[config.mk]
export PLATFORM = sky130hd
export DESIGN_NAME = hcat_front
export DESIGN_NICKNAME = d
export VERILOG_FILES = /design/src/hcat_pkg.sv /design/src/hcat_front.sv
export SDC_FILE = /design/constraint.sdc
export NUM_CORES = 1
export LEC_CHECK = 0
export BUFFER_PORTS_ARGS = -buffer_cell sky130_fd_sc_hd__buf_2
export CAP_MARGIN = 20
export CORE_MARGIN = 1.5
export CORE_UTILIZATION = 56
export CTS_CLUSTER_DIAMETER = 60
export DETAILED_ROUTE_END_ITERATION = 8
export GPL_ROUTABILITY_DRIVEN = 0
export GPL_TIMING_DRIVEN = 0
export PLACE_DENSITY = 0.81
export SYNTH_ARGS = -nofsm -noshare
export SYNTH_HDL_FRONTEND = slang
export SYNTH_SLANG_ARGS = --single-unit
[constraint.sdc]
create_clock -name clk -period 20.6 [get_ports clk]
set_input_delay 2.06 -clock clk [delete_from_list [all_inputs] [get_ports clk]]
set_output_delay 2.06 -clock clk [all_outputs]
set_load 0.005 [all_outputs]
[src/hcat_pkg.sv]
package hcat_pkg;

    localparam int unsigned CapacityDefault = 512;
    localparam logic [31:0] StoreTimeReset  = 32'd10800;
    localparam int unsigned QueueDepth      = 2;

    typedef enum logic [2:0] {
        CMD_HEARD  = 3'd0,
        CMD_CHECK  = 3'd1,
        CMD_DROP   = 3'd2,
        CMD_EXPIRE = 3'd3,
        CMD_CLEAR  = 3'd4
    } cmd_t;

    typedef struct packed {
        logic [2:0]  cmd;
        logic [31:0] key_hash;
        logic [63:0] call_low;
        logic [7:0]  call_high;
        logic [3:0]  key_len;
        logic [31:0] time_now;
        logic        keyed;
    } job_t;

    typedef struct packed {
        logic       found;
        logic       status;
        logic [9:0] entry_count;
        logic [9:0] removed_count;
    } res_t;

    // Stored entry: valid mark, hash, bytes, length, last heard.
    typedef struct packed {
        logic        valid;
        logic [31:0] hash;
        logic [63:0] call_low;
        logic [7:0]  call_high;
        logic [3:0]  key_len;
        logic [31:0] heard_at;
    } entry_t;

    typedef enum logic [2:0] {
        ST_INIT,
        ST_IDLE,
        ST_READ,
        ST_CHECK,
        ST_WRITE,
        ST_WIPE,
        ST_DONE
    } state_t;

    function automatic logic [7:0] fold_case(input logic [7:0] b);
        if (b >= 8'h41 && b <= 8'h5A)
            return b + 8'd32;
        return b;
    endfunction

    function automatic logic key_match(input entry_t e, input job_t j);
        logic ok;
        logic [7:0] a;
        logic [7:0] c;
        ok = (e.hash == j.key_hash) && (e.key_len == j.key_len);
        for (int k = 0; k < 9; k++)
        begin
            a = (k < 8) ? j.call_low[8*k +: 8] : j.call_high;
            c = (k < 8) ? e.call_low[8*k +: 8] : e.call_high;
            if (k < int'(j.key_len) && fold_case(a) != fold_case(c))
                ok = 1'b0;
        end
        return ok;
    endfunction

endpackage

[src/hcat_front.sv]
module hcat_front (
    input  logic                clk,
    input  logic                rst_n,
    input  logic                in_valid,
    output logic                in_ready,
    input  logic [2:0]          in_cmd,
    input  logic [31:0]         in_key_hash,
    input  logic [63:0]         in_call_low,
    input  logic [7:0]          in_call_high,
    input  logic [3:0]          in_key_len,
    input  logic [31:0]         in_time_now,
    output logic                job_valid,
    input  logic                job_ready,
    output hcat_pkg::job_t      job
);

    localparam int unsigned PtrW = $clog2(hcat_pkg::QueueDepth);

    hcat_pkg::job_t q_reg [hcat_pkg::QueueDepth];
    logic [PtrW-1:0] wp_reg, wp_next, rp_reg, rp_next;
    logic [PtrW:0]   cnt_reg, cnt_next;
    hcat_pkg::job_t  cls;
    logic push, pop;

    // Classify: whether a key search is needed.
    always_comb
    begin
        cls.cmd       = in_cmd;
        cls.key_hash  = in_key_hash;
        cls.call_low  = in_call_low;
        cls.call_high = in_call_high;
        cls.key_len   = in_key_len;
        cls.time_now  = in_time_now;
        cls.keyed     = (in_cmd inside {hcat_pkg::CMD_HEARD, hcat_pkg::CMD_CHECK,
                          hcat_pkg::CMD_DROP});
    end

    assign in_ready  = (cnt_reg != (PtrW+1)'(hcat_pkg::QueueDepth));
    assign job_valid = (cnt_reg != '0);
    assign job       = q_reg[rp_reg];
    assign push      = in_valid && in_ready;
    assign pop       = job_valid && job_ready;

    always_comb
    begin
        wp_next  = push ? wp_reg + 1'b1 : wp_reg;
        rp_next  = pop ? rp_reg + 1'b1 : rp_reg;
        cnt_next = cnt_reg + (PtrW+1)'(push) - (PtrW+1)'(pop);
    end

    always_ff @(posedge clk or negedge rst_n)
    begin
        if (!rst_n)
        begin
            wp_reg  <= '0;
            rp_reg  <= '0;
            cnt_reg <= '0;
        end
        else
        begin
            wp_reg  <= wp_next;
            rp_reg  <= rp_next;
            cnt_reg <= cnt_next;
        end
    end

    always_ff @(posedge clk)
    begin
        if (push)
            q_reg[wp_reg] <= cls;
    end

endmodule

# Yosys cells after proc, flatten, opt, wreduce, memory -nomap -nowiden
# Memories as Yosys holds them, arrays and structs flattened.
# Cells that the tools add are included.
word_totals:
  reg_bits: 4
  ramBits: 288
  in_bits: 147
  output_inout_bits: 146
  wordCells: 18
  n_memories: 1
memory_table:
  columns: ["name", "depth", "width", "rd", "rd_clocked_by_memory_dff", "wr", "line_no", "text"]
  rows:
  - ["q_reg", 2, 144, 1, 0, 1, "hcat_front.sv:19", "hcat_pkg::job_t q_reg [hcat_pkg::QueueDepth];"]
op_classes:
  n_addsub: 4
  eq_ne: 3
  muxes: 2
  n_reduce_logical: 5
op_table:
  columns: ["cell", "n"]
  rows:
  - ["equality test 3 x 1 -> 1 bit (second input constant)", 1]
  - ["equality test 3 x 2 -> 1 bit (second input constant)", 1]
  - ["logical NOT 3 bit", 1]
  - ["nonzero test 3 bit", 1]
  - ["adder 1 bit (second input constant)", 2]
  - ["adder 2 x 1 -> 2 bit", 1]
  - ["logical AND 1 bit", 2]
  - ["2-to-1 mux 1 bit", 2]
  - ["!= test 2 bit (second input constant)", 1]
  - ["nonzero test 2 bit", 1]
  - ["subtractor 2 x 1 -> 2 bit", 1]

# Logic depth before layout (Yosys ltp)
depth:
  depth_word: 4
  depth_mapped: 5
  depth_no_buf: 5

# Worst setup path after synthesis
# No wires, ideal clock.
synth_path:
  path_type: "input to register"
  startpoint: "in in_valid"
  endpoint: "mem q_reg[0][0] (netlist name) (enable)"
  setup_time_ns: 0.649
  t_arrival_ns: 8.113
  required_time_ns: 19.951
  slack_ns: 11.838
  cell_stages: 2
  path_buffers: 0
  cell_sequence: "nand2_1 > nor2_1"
synth_via:
  elab_chain_len: 3
synth_lines:
  columns: ["item", "line_no", "text"]
  rows:
  - ["start: declaration", "hcat_front.sv:4", "input logic in_valid,"]
  - ["logical AND 1 bit", "hcat_front.sv:41", "assign push = in_valid && in_ready;"]
  - ["2-to-1 mux 1 bit", "hcat_front.sv:69", "if (push)"]
  - ["2-to-1 mux 1 bit (implied by the code)", "hcat_front.sv:70", "q_reg[wp_reg] <= cls;"]
  - ["end: declaration", "hcat_front.sv:19", null]
# Every way passes these cells.

==> out/qor.csv <==
metric,value,unit
outcome,"complete, no violations",
hold path startpoint,wp_reg$_DFFE_PN0P_,
combinational share of power,29.2,%
RR Endpoint,q_reg[0][114]$_DFFE_PP_,
PostCTS Resize Cnt,0,
total vias in the final route,5529,
Worst R2R Path Depth,5,
Hold Path Class,reg2reg,
Clock Power Share,27.3,%
Clock Tree Buf Depth,3,
top-count cell post-synth,edfxtp_1,
ratio of cells with drive above 1 in the final layout,60.8,%
period utilisation layout,19.2,%
hold_ws,0.566,ns
Mapped Nets,619,
synthesized area,10800,um^2
critical path class,reg2out,
largest net degree at the start of global routing,64,
Port Buffers,292,
Overall Global Routing Usage,20.2,%
Achievable Freq,0.252,GHz
# nets final,949,
Max Cap Viol,0,
Post-synth EDFFs,288,
CTS tree,done,
antenna violation net count after detailed routing,0,
setup bufs post-CTS,0,
detailed-route wire length,20.9,mm
Seq pwr share,43.6,%
switching power total,513,uW
CP arrival,1.91,ns
CP Launch Type,register,
synth warn,0,
via-per-instance ratio,5.10,
CTS sink count,292,
HPWL Detailed,14.4,mm
R2R Setup Slk,18.34,ns
setup violators final,0,
Final Skew,0.00695,ns
worst rel slew slack,49.9,%
worst path required time,18.54,ns
io pins,293,
initial antenna violation count,2,
clock slew seen by the registers of the worst setup and hold paths,0.06,ns
initial core utilization,57.4,%
ranking of synthesized cells by area,"edfxtp_1 80%, mux2_2 9.8%, mux2_4 6.9%, dfrtp_1 0.93%, buf_6 0.73%",
CTS H-tree lvls,1,
final hold viol count,0,
core area,18800,um^2
Cell Rows,50,
Largest register FFs,288,
CTS Buf Count,30,
Peak VDD IR,0.107,mV
Sw Ratio,26.4,%
leakage,5.32,nW
Synth top area share,80.0,%
DRC Markers,0,
setup_tns,0,ns
First DRT Iteration DRCs,291,
Placed Area,12700,um^2
root buffer selected by CTS,clkbuf_16,
Layout Area Growth over Synthesis,27.0,%
Synth Flop Type,edfxtp_1,
register area share after synthesis,81.0,%
CP max FO,10,
Reg-to-Reg Start,cnt_reg[0]$_DFF_PN0_,
grt total ovfl,0,
vias in the first global route,5867,
RSZ-0062 raised after global routing,false,
pwr dens,141,nW/um^2
hold depth,1,
Post-Syn Instances,471,
CP Capture Type,output port,
Yosys reg bits,292,
design area,13700,um^2
chip height,142,um
Internal,1.43,mW
first-pass GRT wire length,31.1,mm
Mean Syn Cell Area,22.9,um^2
die area,20100,um^2
Slew @ Worst Pin,0.750,ns
minimum clock period,3.97,ns
Post-CTS Hold Buffers,0,
Yosys cell types,20,
DR pass1 iterations,4,
ys async rst share,1.37,%
Clock Latency Late Sink,0.54,ns
count of final max-slew check failures,0,
Hold Path Sink,wp_reg$_DFFE_PN0P_,
DIE WIDTH,142,um
Synth top cells by count,"288 x edfxtp_1, 94 x mux2_2, 50 x mux2_4",
largest area contributor in the netlist,edfxtp_1,
WL/cell,19.2,um
critical path, stage by stage (launching register included):
cell     delay (ns)
dfrtp_1        0.33
buf_6          0.16
buf_6          0.20
buf_6          0.20
mux2_4         0.32
buf_2          0.14
worst max path at each step:
stage                  startpoint                     end  depth (start not counted)
2_1_floorplan            in_valid   q_reg[0][0]$_DFFE_PP_                          2
3_3_place_gp             in_valid  q_reg[0][95]$_DFFE_PP_                          3
3_5_place_dp             in_valid  q_reg[0][82]$_DFFE_PP_                          5
4_1_cts        rp_reg$_DFFE_PN0P_                 job[73]                          5
5_1_grt        rp_reg$_DFFE_PN0P_                 job[73]                          5
6_report       rp_reg$_DFFE_PN0P_                 job[73]                          5
cells in the final DEF, fill, tap and decap left out, types with 2 or more instances in the layout:
master,synthesis,final
buf_6,7,7
clkbuf_16,0,31
clkbuf_1,0,6
clkinv_1,0,10
buf_12,0,4
nor2_1,3,2
bufinv_16,0,4
dfrtp_1,4,4
mux2_2,94,94
mux2_4,50,50
clkinv_2,0,3
buf_2,9,301
xnor2_1,3,3
buf_16,0,2
nand2_1,2,2
edfxtp_1,288,288
power groups by stage:
stage / registers [mW] / clock network (mW) / logic, mW
floorplan: 0.872 / 0 / 0.338
detailed placement: 0.857 / 0 / 0.572
global route: 0.854 / 0.562 / 0.611
finish: 0.845 / 0.529 / 0.566
global placement: 0.889 / 0 / 0.536
CTS: 0.846 / 0.540 / 0.576
layout make-up:
class | instances | area, um^2
Antenna cell | 1 | 2.50
Buffer | 16 | 124
Clock buffer | 37 | 798
Clock inverter | 18 | 181
Fill cell | 1131 | 5110
Multi-Input combinational cell | 163 | 1950
Sequential cell | 292 | 8750
Tap cell | 260 | 325
Timing Repair Buffer | 298 | 1600
layer usage:
metal	global-route usage [%]	routed length, um	up-vias
li1	-	-	2554
met4	6.02	568	2
met1	23.5	7700	2674
met5	0	8	-
met3	6.78	2050	44
met2	35.7	10500	255
cell families (layout without fill, tap and decap cells):
family	Yosys count	in the layout	share of synthesized area, %
mux	144	144	16.7
compound gates	5	5	0.336
simple gates	10	10	0.452
other cells	0	1	0
flops	292	292	81.0
buf+inv	16	369	1.15
fa+ha+maj	1	1	0.116
xor+xnor	3	3	0.243
per-stage QoR:
step                utilization, %  std cells  worst slack [ns]  power, mW
floorplan                        -        471             11.84       1.21
global placement              66.9       1023              9.09       1.42
detailed placement            67.7       1029             16.73       1.43
CTS                           72.9       1084             16.59       1.96
global route                  72.9       1084             16.55       2.03
finish                        72.9       1085             16.63       1.94
No activity file was read; power rests on OpenSTA's default activity.
